File: config.mk
export PLATFORM = sky130hd
export DESIGN_NAME = grid_first_fit_rect_allocator_core
export DESIGN_NICKNAME = d
export VERILOG_FILES = /design/src/gffra_pkg.sv /design/src/gffra_ram.sv /design/src/gffra_row_unit.sv /design/src/grid_first_fit_rect_allocator_core.sv
export VERILOG_INCLUDE_DIRS = /design/src /design/src/src
export SDC_FILE = /design/constraint.sdc
export NUM_CORES = 2
export LEC_CHECK = 0
export BUFFER_PORTS_ARGS = -buffer_cell sky130_fd_sc_hd__buf_2
export CAP_MARGIN = 20
export CORE_MARGIN = 2
export CORE_UTILIZATION = 34
export DETAILED_ROUTE_END_ITERATION = 6
export HOLD_SLACK_MARGIN = 0.08
export PLACE_DENSITY = 0.53
export SETUP_SLACK_MARGIN = 0.4
export SYNTH_ARGS = -nofsm -noshare
export SYNTH_HDL_FRONTEND = slang
export SYNTH_HIERARCHICAL = 1
export SYNTH_SLANG_ARGS = --single-unit
File: constraint.sdc
create_clock -name clk -period 5.85 [get_ports clk]
set_clock_uncertainty 0.15 [all_clocks]
set_input_delay 0.585 -clock clk [delete_from_list [all_inputs] [get_ports clk]]
set_output_delay 0.585 -clock clk [all_outputs]
set_load 0.005 [all_outputs]
File: src/grid_first_fit_rect_allocator_core_defines.svh
// ----------------------------------------------------------------------------
// Assertion macros for the grid first-fit rectangle allocator
// Short forms for the clocked checks at the end of the core.
// ----------------------------------------------------------------------------
`ifndef GRID_FIRST_FIT_RECT_ALLOCATOR_CORE_DEFINES_SVH
`define GRID_FIRST_FIT_RECT_ALLOCATOR_CORE_DEFINES_SVH

// same-cycle implication, disabled while in reset
`define GFFRA_ASSERT_IMPLY(label, clk, rst_n, ante, cons, msg) \
	label: assert property (@(posedge clk) disable iff (!rst_n) (ante) |-> (cons)) \
		else $error(msg);

// next-cycle implication, disabled while in reset
`define GFFRA_ASSERT_NEXT(label, clk, rst_n, ante, cons, msg) \
	label: assert property (@(posedge clk) disable iff (!rst_n) (ante) |=> (cons)) \
		else $error(msg);

`endif

File: src/gffra_pkg.sv
// ----------------------------------------------------------------------------
// gffra_pkg
// Shared constants, codes and state type of the grid rectangle allocator.
// ----------------------------------------------------------------------------
`timescale 1ns / 1ps

package gffra_pkg;

	localparam int DEF_MAX_COLUMNS = 16;
	localparam int DEF_MAX_ROWS    = 16;
	localparam int DEF_MAX_ITEMS   = 64;

	localparam int OP_W      = 2;
	localparam int ID_IN_W   = 6;
	localparam int SIZE_W    = 5;
	localparam int CELL_W    = 4;
	localparam int CFG_W     = 5;
	localparam int CFG_IDX_W = 1;

	localparam logic [CFG_W-1:0] GRID_RESET = 5'd16;

	typedef enum logic [OP_W-1:0] {
		OP_ADD        = 2'd0,
		OP_REMOVE     = 2'd1,
		OP_QUERY_CELL = 2'd2,
		OP_QUERY_ITEM = 2'd3
	} op_t;

	typedef enum logic [CFG_IDX_W-1:0] {
		REG_GRID_COLUMNS = 1'b0,
		REG_GRID_ROWS    = 1'b1
	} cfg_reg_t;

	typedef enum logic [3:0] {
		ST_CLEAR,
		ST_IDLE,
		ST_ADD_INIT,
		ST_ADD_RD,
		ST_ADD_CHK,
		ST_ADD_PICK,
		ST_ROW_RD,
		ST_ROW_WR,
		ST_REC_RD,
		ST_REC_CHK,
		ST_CELL_RD,
		ST_CELL_CHK,
		ST_FINISH
	} state_t;

endpackage

File: src/gffra_ram.sv
// ----------------------------------------------------------------------------
// gffra_ram
// Generic single-write, single-read RAM with registered read data.
// ----------------------------------------------------------------------------
`timescale 1ns / 1ps

module gffra_ram #(
	parameter int WIDTH = 16,
	parameter int DEPTH = 16,
	parameter int AW    = (DEPTH > 1) ? $clog2(DEPTH) : 1
) (
	input  logic             clk,
	input  logic             wr_en,
	input  logic [AW-1:0]    wr_addr,
	input  logic [WIDTH-1:0] wr_data,
	input  logic [AW-1:0]    rd_addr,
	output logic [WIDTH-1:0] rd_data
);

	logic [WIDTH-1:0] mem_q [DEPTH];
	logic [WIDTH-1:0] rd_data_q;

	always_ff @(posedge clk) begin
		if (wr_en) begin
			mem_q[wr_addr] <= wr_data;
		end
		rd_data_q <= mem_q[rd_addr];
	end

	assign rd_data = rd_data_q;

endmodule

File: src/gffra_row_unit.sv
// ----------------------------------------------------------------------------
// gffra_row_unit
// Shared row-mask unit: narrows the candidate column set against one row of
// the bitmap, and forms the row word with a span marked or freed.
// ----------------------------------------------------------------------------
`timescale 1ns / 1ps

module gffra_row_unit #(
	parameter int MAX_COLUMNS = gffra_pkg::DEF_MAX_COLUMNS,
	parameter int CX_W        = (MAX_COLUMNS > 1) ? $clog2(MAX_COLUMNS) : 1
) (
	input  logic [MAX_COLUMNS-1:0]      row_data,
	input  logic [gffra_pkg::SIZE_W-1:0] span_w,
	input  logic [CX_W-1:0]             span_x,
	input  logic [MAX_COLUMNS-1:0]      fit_in,
	output logic [MAX_COLUMNS-1:0]      fit_out,
	output logic [MAX_COLUMNS-1:0]      row_marked,
	output logic [MAX_COLUMNS-1:0]      row_freed
);

	import gffra_pkg::*;

	logic [MAX_COLUMNS-1:0] clash;
	logic [MAX_COLUMNS-1:0] span;

	// a corner clashes when any occupied cell lies under its span in this row
	always_comb begin
		clash = '0;
		for (int x = 0; x < MAX_COLUMNS; x++) begin
			for (int j = 0; j < MAX_COLUMNS; j++) begin
				if (row_data[j] && (j >= x) && (j < x + int'(span_w))) begin
					clash[x] = 1'b1;
				end
			end
		end
	end

	always_comb begin
		for (int j = 0; j < MAX_COLUMNS; j++) begin
			span[j] = (j >= int'(span_x)) && (j < int'(span_x) + int'(span_w));
		end
	end

	assign fit_out    = fit_in & ~clash;
	assign row_marked = row_data | span;
	assign row_freed  = row_data & ~span;

endmodule

File: src/grid_first_fit_rect_allocator_core.sv
// ----------------------------------------------------------------------------
// grid_first_fit_rect_allocator_core: first-fit rectangle allocator on a grid
// One word at a time; the next word is taken the cycle after a result is loaded.
// Add checks candidate rows one bitmap row at a time (one bitmap RAM port, one
// read per row check); a zero-sized item writes no bitmap rows. After reset a
// clearing pass clears bitmap and item table; no word is taken meanwhile.
// ----------------------------------------------------------------------------
`timescale 1ns / 1ps
`include "grid_first_fit_rect_allocator_core_defines.svh"

module grid_first_fit_rect_allocator_core #(
	parameter int MAX_COLUMNS = gffra_pkg::DEF_MAX_COLUMNS,
	parameter int MAX_ROWS    = gffra_pkg::DEF_MAX_ROWS,
	parameter int MAX_ITEMS   = gffra_pkg::DEF_MAX_ITEMS
) (
	input  logic                            clk,
	input  logic                            arst_n,
	input  logic                            cfg_wr_en,
	input  logic [gffra_pkg::CFG_IDX_W-1:0] cfg_index,
	input  logic [gffra_pkg::CFG_W-1:0]     cfg_data,
	input  logic                            in_valid,
	output logic                            in_stall,
	input  logic [gffra_pkg::OP_W-1:0]      opcode,
	input  logic [gffra_pkg::ID_IN_W-1:0]   item_id,
	input  logic [gffra_pkg::SIZE_W-1:0]    item_width,
	input  logic [gffra_pkg::SIZE_W-1:0]    item_height,
	input  logic [gffra_pkg::CELL_W-1:0]    cell_x,
	input  logic [gffra_pkg::CELL_W-1:0]    cell_y,
	output logic                            out_valid,
	input  logic                            out_stall,
	output logic                            ok,
	output logic                            occupied,
	output logic [gffra_pkg::CELL_W-1:0]    pos_x,
	output logic [gffra_pkg::CELL_W-1:0]    pos_y
);

	import gffra_pkg::*;

	localparam int CX_W    = (MAX_COLUMNS > 1) ? $clog2(MAX_COLUMNS) : 1;
	localparam int RA_W    = (MAX_ROWS > 1) ? $clog2(MAX_ROWS) : 1;
	localparam int ID_W    = (MAX_ITEMS > 1) ? $clog2(MAX_ITEMS) : 1;
	localparam int MAX_DIM = (MAX_COLUMNS > MAX_ROWS) ? MAX_COLUMNS : MAX_ROWS;
	localparam int CALC_W  = $clog2(MAX_DIM + (1 << SIZE_W)) + 1;
	localparam int CLR_N   = (MAX_ITEMS > MAX_ROWS) ? MAX_ITEMS : MAX_ROWS;
	localparam int CLR_W   = (CLR_N > 1) ? $clog2(CLR_N) : 1;

	// item record: {valid, x, y, w, h}
	localparam int REC_H_LO = 0;
	localparam int REC_W_LO = SIZE_W;
	localparam int REC_Y_LO = 2 * SIZE_W;
	localparam int REC_X_LO = REC_Y_LO + RA_W;
	localparam int REC_W    = REC_X_LO + CX_W + 1;

	state_t state_q, state_d;

	logic [CFG_W-1:0]  grid_columns_q, grid_rows_q;
	logic [CALC_W-1:0] cols_eff, rows_eff;

	op_t                op_q;
	logic [ID_IN_W-1:0] id_q;
	logic [SIZE_W-1:0]  w_q, h_q;
	logic [CX_W-1:0]    x_q;
	logic [CALC_W-1:0]  y_q, dy_q;
	logic [MAX_COLUMNS-1:0] fit_q;
	logic               mark_q;
	logic               res_ok_q, res_occ_q;
	logic [CELL_W-1:0]  res_x_q, res_y_q;
	logic [CLR_W-1:0]   clr_q;

	logic               out_valid_q, ok_q, occupied_q;
	logic [CELL_W-1:0]  pos_x_q, pos_y_q;

	logic [CALC_W-1:0]      row_idx;
	logic                   last_row;
	logic                   add_fail;
	logic                   item_id_ok, cell_ok;
	logic                   out_load;
	logic [MAX_COLUMNS-1:0] fit_init, fit_next;
	logic [CX_W-1:0]        first_x;

	logic                   occ_we;
	logic [RA_W-1:0]        occ_wa;
	logic [MAX_COLUMNS-1:0] occ_wd, occ_rd;
	logic [MAX_COLUMNS-1:0] row_marked, row_freed;

	logic               rec_we;
	logic [ID_W-1:0]    rec_wa;
	logic [REC_W-1:0]   rec_wd, rec_rd;
	logic               rec_v;
	logic [CX_W-1:0]    rec_x;
	logic [RA_W-1:0]    rec_y;
	logic [SIZE_W-1:0]  rec_w, rec_h;

	assign cols_eff = (CALC_W'(grid_columns_q) > CALC_W'(MAX_COLUMNS)) ?
		CALC_W'(MAX_COLUMNS) : CALC_W'(grid_columns_q);
	assign rows_eff = (CALC_W'(grid_rows_q) > CALC_W'(MAX_ROWS)) ?
		CALC_W'(MAX_ROWS) : CALC_W'(grid_rows_q);

	assign item_id_ok = int'(item_id) < MAX_ITEMS;
	assign cell_ok    = (int'(cell_x) < MAX_COLUMNS) && (int'(cell_y) < MAX_ROWS);

	assign row_idx  = y_q + dy_q;
	assign last_row = (dy_q + CALC_W'(1)) == CALC_W'(h_q);

	assign rec_v = rec_rd[REC_W-1];
	assign rec_x = rec_rd[REC_X_LO +: CX_W];
	assign rec_y = rec_rd[REC_Y_LO +: RA_W];
	assign rec_w = rec_rd[REC_W_LO +: SIZE_W];
	assign rec_h = rec_rd[REC_H_LO +: SIZE_W];

	// corners whose span stays inside the columns in use
	always_comb begin
		for (int x = 0; x < MAX_COLUMNS; x++) begin
			fit_init[x] = (x < int'(cols_eff)) && (x + int'(w_q) <= int'(cols_eff));
		end
	end

	// lowest surviving corner
	always_comb begin
		first_x = '0;
		for (int x = MAX_COLUMNS - 1; x >= 0; x--) begin
			if (fit_q[x]) begin
				first_x = CX_W'(x);
			end
		end
	end

	assign add_fail = (y_q >= rows_eff) || ((y_q + CALC_W'(h_q)) > rows_eff) ||
		(fit_init == '0);

	gffra_row_unit #(
		.MAX_COLUMNS (MAX_COLUMNS),
		.CX_W        (CX_W)
	) u_row_unit (
		.row_data   (occ_rd),
		.span_w     (w_q),
		.span_x     (x_q),
		.fit_in     (fit_q),
		.fit_out    (fit_next),
		.row_marked (row_marked),
		.row_freed  (row_freed)
	);

	gffra_ram #(
		.WIDTH (MAX_COLUMNS),
		.DEPTH (MAX_ROWS),
		.AW    (RA_W)
	) u_occ_ram (
		.clk     (clk),
		.wr_en   (occ_we),
		.wr_addr (occ_wa),
		.wr_data (occ_wd),
		.rd_addr (RA_W'(row_idx)),
		.rd_data (occ_rd)
	);

	gffra_ram #(
		.WIDTH (REC_W),
		.DEPTH (MAX_ITEMS),
		.AW    (ID_W)
	) u_rec_ram (
		.clk     (clk),
		.wr_en   (rec_we),
		.wr_addr (rec_wa),
		.wr_data (rec_wd),
		.rd_addr (ID_W'(id_q)),
		.rd_data (rec_rd)
	);

	// next state
	always_comb begin
		state_d = state_q;
		case (state_q)
			ST_CLEAR: begin
				if (clr_q == CLR_W'(CLR_N - 1)) begin
					state_d = ST_IDLE;
				end
			end
			ST_IDLE: begin
				if (in_valid) begin
					case (op_t'(opcode))
						OP_ADD:        state_d = item_id_ok ? ST_ADD_INIT : ST_FINISH;
						OP_REMOVE:     state_d = item_id_ok ? ST_REC_RD : ST_FINISH;
						OP_QUERY_ITEM: state_d = item_id_ok ? ST_REC_RD : ST_FINISH;
						OP_QUERY_CELL: state_d = cell_ok ? ST_CELL_RD : ST_FINISH;
						default:       state_d = ST_FINISH;
					endcase
				end
			end
			ST_ADD_INIT: begin
				if (add_fail) begin
					state_d = ST_FINISH;
				end else if (h_q == '0) begin
					state_d = ST_ADD_PICK;
				end else begin
					state_d = ST_ADD_RD;
				end
			end
			ST_ADD_RD: state_d = ST_ADD_CHK;
			ST_ADD_CHK: begin
				if (fit_next == '0) begin
					state_d = ST_ADD_INIT;
				end else if (last_row) begin
					state_d = ST_ADD_PICK;
				end else begin
					state_d = ST_ADD_RD;
				end
			end
			ST_ADD_PICK: begin
				state_d = ((w_q == '0) || (h_q == '0)) ? ST_FINISH : ST_ROW_RD;
			end
			ST_ROW_RD: state_d = ST_ROW_WR;
			ST_ROW_WR: state_d = last_row ? ST_FINISH : ST_ROW_RD;
			ST_REC_RD: state_d = ST_REC_CHK;
			ST_REC_CHK: begin
				if ((op_q == OP_REMOVE) && rec_v && (rec_w != '0) && (rec_h != '0)) begin
					state_d = ST_ROW_RD;
				end else begin
					state_d = ST_FINISH;
				end
			end
			ST_CELL_RD:  state_d = ST_CELL_CHK;
			ST_CELL_CHK: state_d = ST_FINISH;
			ST_FINISH: begin
				if (!out_valid_q || !out_stall) begin
					state_d = ST_IDLE;
				end
			end
			default: state_d = ST_IDLE;
		endcase
	end

	// outputs of the sequencer
	always_comb begin
		in_stall = (state_q != ST_IDLE);
		out_load = (state_q == ST_FINISH) && (!out_valid_q || !out_stall);
		occ_we   = 1'b0;
		occ_wa   = RA_W'(row_idx);
		occ_wd   = mark_q ? row_marked : row_freed;
		rec_we   = 1'b0;
		rec_wa   = ID_W'(id_q);
		rec_wd   = '0;
		case (state_q)
			ST_CLEAR: begin
				occ_we = int'(clr_q) < MAX_ROWS;
				occ_wa = RA_W'(clr_q);
				occ_wd = '0;
				rec_we = int'(clr_q) < MAX_ITEMS;
				rec_wa = ID_W'(clr_q);
			end
			ST_ADD_PICK: begin
				rec_we = 1'b1;
				rec_wd = {1'b1, first_x, RA_W'(y_q), w_q, h_q};
			end
			ST_ROW_WR: begin
				occ_we = 1'b1;
			end
			ST_REC_CHK: begin
				// drop the record of a removed item
				rec_we = (op_q == OP_REMOVE) && rec_v;
			end
			default: begin
			end
		endcase
	end

	always_ff @(posedge clk or negedge arst_n) begin
		if (!arst_n) begin
			state_q        <= ST_CLEAR;
			clr_q          <= '0;
			out_valid_q    <= 1'b0;
			grid_columns_q <= GRID_RESET;
			grid_rows_q    <= GRID_RESET;
		end else begin
			state_q <= state_d;
			if (state_q == ST_CLEAR) begin
				clr_q <= clr_q + CLR_W'(1);
			end
			if (out_load) begin
				out_valid_q <= 1'b1;
			end else if (!out_stall) begin
				out_valid_q <= 1'b0;
			end
			if (cfg_wr_en) begin
				case (cfg_reg_t'(cfg_index))
					REG_GRID_COLUMNS: grid_columns_q <= cfg_data;
					REG_GRID_ROWS:    grid_rows_q    <= cfg_data;
					default: begin
					end
				endcase
			end
		end
	end

	always_ff @(posedge clk) begin
		case (state_q)
			ST_IDLE: begin
				if (in_valid) begin
					op_q      <= op_t'(opcode);
					id_q      <= item_id;
					w_q       <= item_width;
					h_q       <= item_height;
					mark_q    <= (op_t'(opcode) == OP_ADD);
					x_q       <= CX_W'(cell_x);
					y_q       <= (op_t'(opcode) == OP_QUERY_CELL) ? CALC_W'(cell_y) : '0;
					dy_q      <= '0;
					res_ok_q  <= 1'b0;
					res_occ_q <= 1'b0;
					res_x_q   <= '0;
					res_y_q   <= '0;
				end
			end
			ST_ADD_INIT: begin
				fit_q <= fit_init;
				dy_q  <= '0;
			end
			ST_ADD_CHK: begin
				fit_q <= fit_next;
				// no corner left in this row: advance to the next candidate row
				if (fit_next == '0) begin
					y_q <= y_q + CALC_W'(1);
				end else begin
					dy_q <= dy_q + CALC_W'(1);
				end
			end
			ST_ADD_PICK: begin
				x_q      <= first_x;
				dy_q     <= '0;
				res_ok_q <= 1'b1;
				res_x_q  <= CELL_W'(first_x);
				res_y_q  <= CELL_W'(y_q);
			end
			ST_ROW_WR: begin
				dy_q <= dy_q + CALC_W'(1);
			end
			ST_REC_CHK: begin
				x_q  <= rec_x;
				y_q  <= CALC_W'(rec_y);
				w_q  <= rec_w;
				h_q  <= rec_h;
				dy_q <= '0;
				if (rec_v) begin
					res_ok_q <= 1'b1;
					if (op_q == OP_QUERY_ITEM) begin
						res_x_q <= CELL_W'(rec_x);
						res_y_q <= CELL_W'(rec_y);
					end
				end
			end
			ST_CELL_CHK: begin
				res_occ_q <= occ_rd[x_q];
			end
			default: begin
			end
		endcase
		if (out_load) begin
			ok_q       <= res_ok_q;
			occupied_q <= res_occ_q;
			pos_x_q    <= res_x_q;
			pos_y_q    <= res_y_q;
		end
	end

	assign out_valid = out_valid_q;
	assign ok        = ok_q;
	assign occupied  = occupied_q;
	assign pos_x     = pos_x_q;
	assign pos_y     = pos_y_q;

	`GFFRA_ASSERT_NEXT(a_busy_after_accept, clk, arst_n, in_valid && !in_stall, in_stall, "word accepted but block still ready")
	`GFFRA_ASSERT_IMPLY(a_pick_has_corner, clk, arst_n, state_q == ST_ADD_PICK, fit_q != '0, "placing with no surviving corner")
	`GFFRA_ASSERT_IMPLY(a_row_write_in_grid, clk, arst_n, state_q == ST_ROW_WR, row_idx < CALC_W'(MAX_ROWS), "bitmap write beyond the grid")
	`GFFRA_ASSERT_IMPLY(a_ok_not_occupied, clk, arst_n, out_valid, !(ok && occupied), "result reports ok and occupied together")

endmodule
### Yosys cells after proc, flatten, opt, wreduce, memory -nomap -nowiden

Memory sizes are Yosys's and may differ from the RTL's. A register that Yosys moved wholly into a read port is not among the register bits.
Index checks and enable logic that the tools add are counted.

* word-level logic and storage cells: 695
* input bits: 37
* output and inout bits: 12
* memories: 2
* bits in writable memories: 1472
* register bits after elaboration: 94

Memory list
* u_rec_ram.mem_q: words 64, bits a word 19, rd ports 1, clocked after memory_dff 1, wr ports 1, RTL line gffra_ram.sv:20 `logic [WIDTH-1:0] mem_q [DEPTH];`
* u_occ_ram.mem_q: words 16, bits a word 16, rd ports 1, clocked after memory_dff 1, wr ports 1, RTL line gffra_ram.sv:20

* equal/unequal tests: 28
* $add $sub $neg: 21
* reduce and logical (&&, ||, !) cells: 205
* muxes and demuxes: 206
* $lt $le $gt $ge: 205
* bitwise operators: 6

Operators by type and width (count)
* $lt A5 B32 Y1 const A: 100
* $lt A4 B32 Y1 const A: 26
* $le A32 B6 Y1: 15
* $lt A3 B32 Y1 const A: 7
* $logic_and A1 B1 Y1: 171
* $mux W1: 145
* $mux W4: 31
* $lt A4 B5 Y1 const A: 16
* $lt A2 B32 Y1 const A: 2
* $pmux W4 S13: 1
* $add A4 B5 Y6 const A: 8
* $pmux W4 S3: 4
* $lt A3 B5 Y1 const A: 8
* $and A16 B16 Y16: 2
* $logic_not A16 Y1: 2
* $lt A1 B32 Y1 const A: 1
* $mux W16: 2
* $not A16 Y16: 2
* $pmux W16 S2: 1
* $ge A4 B4 Y1 const A: 7
* $mux W7: 4
* $pmux W7 S4: 1
* $add A3 B5 Y6 const A: 4
* $pmux W7 S3: 1
* other kinds (53): 110

### Logic depth before layout (Yosys ltp)

* word-level depth: 23
* mapped depth: 16
* depth with buffers taken out: 14

### Hierarchy

Netlist, hierarchy kept.

By module, submodules not included
* gffra_ram (u_rec_ram): sequential area each 36895.4 sq um, times used 1, area an instance 47107.7 sq um, cells an instance 2159
* gffra_ram (u_occ_ram): sequential area each 8007.7 sq um, times used 1, area an instance 10042.1 sq um, cells an instance 432
* grid_first_fit_rect_allocator_core: sequential area each 2720.1 sq um, times used 1, area an instance 7734.9 sq um, cells an instance 850
* gffra_row_unit: sequential area each 0.0 sq um, times used 1, area an instance 2872.8 sq um, cells an instance 446

### Worst setup path before layout

No wires, ideal clock.

* path type: reg2reg
* start point: register state_q[3]
* end point: memory u_rec_ram/mem_q[0][15] (netlist bit), data pin
* data arrival time: 3665 ps
* cell stages (with the launch flop): 6
* path buffers: 1
* slack: 1343 ps
* cells stage by stage: dfrtp_1 > clkbuf_1 > nor2b_1 > nand2_1 > or2_2 > nor3_1

* cells in the longest elaborated chain, start to end: 2

RTL lines
* start, declared: RTL line grid_first_fit_rect_allocator_core.sv:54 `state_t state_q, state_d;`
* start signal, assigned: RTL line grid_first_fit_rect_allocator_core.sv:275 `state_q <= state_d;`
* $eq A4 B3 Y1: RTL line grid_first_fit_rect_allocator_core.sv:243 `case (state_q)`
* $mux W19: RTL line grid_first_fit_rect_allocator_core.sv:243
* via rec_wd[15]: RTL line grid_first_fit_rect_allocator_core.sv:88 `logic [REC_W-1:0] rec_wd, rec_rd;`
* end, declared: RTL line gffra_ram.sv:20

The timed path passes the listed nets, and every way through them passes these cells.

### Final worst setup path

* start point: register w_q[1]
* end point: register y_q[5] (enable)

* elaborated cells between the ends (all ways): 428
* those cells by class: add/sub (15); order compare (136); eq/ne (1); mux (136); bitwise (2); reduce/logical (138)

RTL lines
* start, declared: RTL line grid_first_fit_rect_allocator_core.sv:61 `logic [SIZE_W-1:0] w_q, h_q;`
* start signal, assigned: RTL line grid_first_fit_rect_allocator_core.sv:301 `w_q <= item_width;`
* start signal, assigned: RTL line grid_first_fit_rect_allocator_core.sv:339 `w_q <= rec_w;`
* $add A2 B5 Y6 (*)
* $lt A3 B32 Y1: RTL line gffra_row_unit.sv:31 `if (row_data[j] && (j >= x) && (j < x + int'(span_w))) begin`
* $logic_and A1 B1 Y1: RTL line gffra_row_unit.sv:31
* $mux W1 (12 in series): RTL line gffra_row_unit.sv:31
* $mux W1 (*): RTL line gffra_row_unit.sv:31
* $not A16 Y16 (*): RTL line gffra_row_unit.sv:44 `assign fit_out = fit_in & ~clash;`
* $and A16 B16 Y16 (*): RTL line gffra_row_unit.sv:44
* via fit_next[3]: RTL line grid_first_fit_rect_allocator_core.sv:78 `logic [MAX_COLUMNS-1:0] fit_init, fit_next;`
* $logic_not A16 Y1 (*): RTL line grid_first_fit_rect_allocator_core.sv:320 `if (fit_next == '0) begin`
* $ne A2 B2 Y1 (no line) (*)
* $reduce_and A3 Y1 (no line) (*)
* end signal, assigned: RTL line grid_first_fit_rect_allocator_core.sv:305 `y_q <= (op_t'(opcode) == OP_QUERY_CELL) ? CALC_W'(cell_y) : '0;`
* end signal, assigned: RTL line grid_first_fit_rect_allocator_core.sv:321 `y_q <= y_q + CALC_W'(1);`
* end signal, assigned: RTL line grid_first_fit_rect_allocator_core.sv:338 `y_q <= CALC_W'(rec_y);`
* end, declared: RTL line grid_first_fit_rect_allocator_core.sv:63 `logic [CALC_W-1:0] y_q, dy_q;`

The timed path passes the listed nets; every way through them passes the cells marked *.
A chain may end at the register's enable or synchronous reset.

==> impl_metrics.json <==
{
  "cts_sinks": 1601,
  "max_freq_mhz": 200.4,
  "htreeDepth": 4,
  "drc_errors": 0,
  "met2_length_um": 89890,
  "crit_path_cell_trace": "inv_1, ha_1, nand2b_1, o21ai_0, a221o_1, a41o_1, o211a_1, nor4_1, nand4_1, or2_2, o22a_1, nor2_1",
  "r2r-start": "w_q[1]",
  "top_level_ports": 49,
  "status": "finished clean",
  "synthFlopType": "edfxtp_1",
  "yosysMostFrequentCell": "edfxtp_1",
  "vias": 37652,
  "clockBufferDepth": 3,
  "routed-wl-met3_um": 10500,
  "yosysUniqueCellTypes": 101,
  "holdPathEnd": "state_q[1]",
  "insertion_delay_ns": 0.81,
  "ys_warn_count": 6,
  "vdd_drop_max_uv": 413.6,
  "gp_congestion": 0.8854,
  "die_h_um": 450.4,
  "setup_viol": 0,
  "worstSetupPathType": "reg2reg",
  "vias_per_cell": 5.493,
  "fillers": 17933,
  "crit_start": "w_q[1]",
  "rsz0062_at_grt": "no",
  "hold_depth": 4,
  "leakage_nw": 25.58,
  "io_buffers": 48,
  "postCtsHoldBufs": 36,
  "syn_area_per_cell_um2": 17.43,
  "synth_top_area_cell": "edfxtp_1",
  "synthTopCellsByArea": "edfxtp_1 68%, mux4_2 10%, mux2i_1 2.2%",
  "numCtsBuffers": 163,
  "crit_buf_inv": 1,
  "period_share": 0.8531,
  "root_buffer": "clkbuf_16",
  "layout-drive-gt1-share": 0.2202,
  "power.density_nw_per_um2": 461.3,
  "path_delay_family": "simple AND/OR/NAND/NOR gates",
  "synth_cells": 3887,
  "gr-total-overflow": 0,
  "floorplan.initialDensity": 0.3429,
  "netlist_area_um2": 67760,
  "min-delay-start": "in_valid",
  "hold_viol_final": 0,
  "grt_pass1_vias": 37094,
  "synth-edff-count": 1545,
  "dp_slack_ns": 0.9439,
  "topRoutingLayerUsed": "met5",
  "dr.pass1.iters": 6,
  "synth.top_cells.by_count": "1545 x edfxtp_1, 307 x mux4_2, 217 x nand2_1, 191 x nor2_1, 148 x mux2i_1",
  "synth_seq_cells": 1601,
  "coreArea_um2": 197600,
  "cts_setup_buffers": 0,
  "drv_slew": 0,
  "die_area_um2": 202900,
  "slowest_delay_ns": 0.73,
  "yosysSeqAreaShare": 0.7028,
  "async_flop_share": 0.01312,
  "rows": 163,
  "wl_per_cell_um": 27.48,
  "grt_pass1_wl_um": 270500,
  "reg2reg_to": "y_q[5]",
  "clk_pin_slew_ns": 0.06,
  "nNetsFinal": 4221,
  "drt_iter0_drc": 4028,
  "syn_to_final_growth_pct": 14.32,
  "hold_class": "in2reg",
  "setup_slack_ns": 0.8597,
  "r2r_slack_ns": 0.86,
  "synth_top_area_frac": 0.6847,
  "dp_hpwl_um": 115100,
  "r2r_cells": 12,
  "cpMaxStageDelayCell": "edfxtp_1",
  "cts_resized": 0,
  "grtUsageTotal": 0.1822,
  "fin_setup_tns_ns": 0,
  "relSlewSlack": 0.2081,
  "fin_crit_ns": 4.990,
  "routedLengthMet1_um": 83870,
  "syn-num-nets": 4025,
  "cp.required_ns": 6.13,
  "critPathLaunchType": "flop",
  "cts_tree": "done",
  "antenna_left": 0,
  "end_kind": "flop",
  "tightestPinTransition_ns": 1.188,
  "grt_max_degree": 91,
  "grt_antenna_before_repair": 7,
  "die_width_um": 450.4,
  "cp.arrival_ns": 5.27,
  "crit_path_max_fanout": 17,
  "cap_violations": 0,
  "wl_um": 188400
}
cell type report:
| type | instances | area (um2) | area share |
|---|---|---|---|
| sequential | 1601 | 47620 | 0.6148 |
| multi-input combinational | 2006 | 19070 | 0.2462 |
| clock buffer | 217 | 4499 | 0.05809 |
| tap | 2640 | 3303 | 0.04264 |
| timing repair buffer | 246 | 1969 | 0.02542 |
| clock inverter | 75 | 742.0 | 0.009579 |
| inverter | 65 | 244.0 | 0.003150 |
| antenna | 4 | 10.01 | 0.0001292 |
power breakdown:
part | total, W | switching, W | internal, W
Sequential | 0.0150 | 0.000781 | 0.0142
Clock | 0.0103 | 0.00439 | 0.00591
Combinational | 0.0104 | 0.00664 | 0.00377
Total | 0.0357 | 0.0118 | 0.0239
cell families (layout without fill, tap and decap cells):
family	after synthesis	count (layout)	share of synthesized area
flip-flops	1601	1601	0.7028
other	0	4	0
XOR/XNOR	62	62	0.008661
AND/OR/NAND/NOR	758	758	0.05488
AO/OA/AOI/OAI	598	598	0.06240
adder cells (fa/ha/maj)	104	104	0.01956
buffers and inverters	280	603	0.02068
multiplexers	484	484	0.1310
state kept, by name, indices dropped and copies added (netlist names), 2 cells and up:
name               count
clr_q                  6
dy_q                   7
fit_q                 16
grid_columns_q         5
grid_rows_q            5
h_q                    5
id_q                   6
op_q                   2
pos_x                  4
pos_y                  4
res_x_q                4
res_y_q                4
state_q                4
u_occ_ram/mem_q      256
u_occ_ram/rd_data     16
u_rec_ram/mem_q     1216
u_rec_ram/rd_data     19
w_q                    5
x_q                    4
y_q                    7
how the worst max path moves through the flow:
stage                                         to  slack [ns]  depth (start not counted)
after floorplan           u_rec_ram/mem_q[0][15]        1.34                          5
after global placement                    y_q[1]        0.91                         11
after detailed placement                  y_q[3]        0.94                         12
after CTS                                 y_q[3]        0.94                         12
after global routing                      y_q[4]        0.60                         11
final                                     y_q[5]        0.86                         12
metal layers:
| metal | global-route usage | up-vias |
|---|---|---|
| met2 | 0.2926 | 1196 |
| met5 | 0 | - |
| met3 | 0.02625 | 231 |
| met1 | 0.2602 | 20076 |
| li1 | - | 16147 |
| met4 | 0.04509 | 2 |
per-stage QoR:
stage	hold WS, ns	utilization	cells	instance area (um2)	power, W
after CTS	0.08164	0.3919	6849	77440	0.03598
after global routing	0.1283	0.3919	6850	77450	0.03731
final	0.1420	0.3920	6854	77460	0.03573
after floorplan	0.1394	-	3887	67760	0.02179
after detailed placement	0.2598	0.3635	6521	71840	0.02564
after global placement	0.2534	0.3632	6519	71790	0.02558
cell usage in the layout, fill, tap and decap left out, drive strengths merged, types with 15 or more instances in the layout:
cell type | Yosys | final
a221oi | 49 | 49
a211oi | 30 | 30
nor2 | 192 | 192
mux2i | 149 | 149
o21ai | 78 | 78
xnor2 | 44 | 44
nand3 | 61 | 61
a21o | 31 | 31
nand3b | 15 | 15
a22oi | 135 | 135
ha | 97 | 97
nand2b | 23 | 23
a21oi | 98 | 98
dfxtp | 35 | 35
inv | 63 | 71
or2 | 22 | 22
xor2 | 15 | 15
and2 | 15 | 15
dlygate4sd3 | 0 | 36
and3 | 35 | 35
a31oi | 34 | 34
nor4 | 15 | 15
nand2 | 217 | 217
edfxtp | 1545 | 1545
mux4 | 317 | 317
buf | 111 | 209
mux2 | 18 | 18
nor2b | 66 | 66
dfrtp | 19 | 19
clkinv | 2 | 53
o22ai | 15 | 15
clkbuf | 104 | 218
nor3 | 35 | 35
worst min-delay path: stages:
cell     delay, ns
buf_2         0.15
nand2_1       0.08
a21o_1        0.14
o22ai_1       0.08
(Power assumes the default switching activity.)
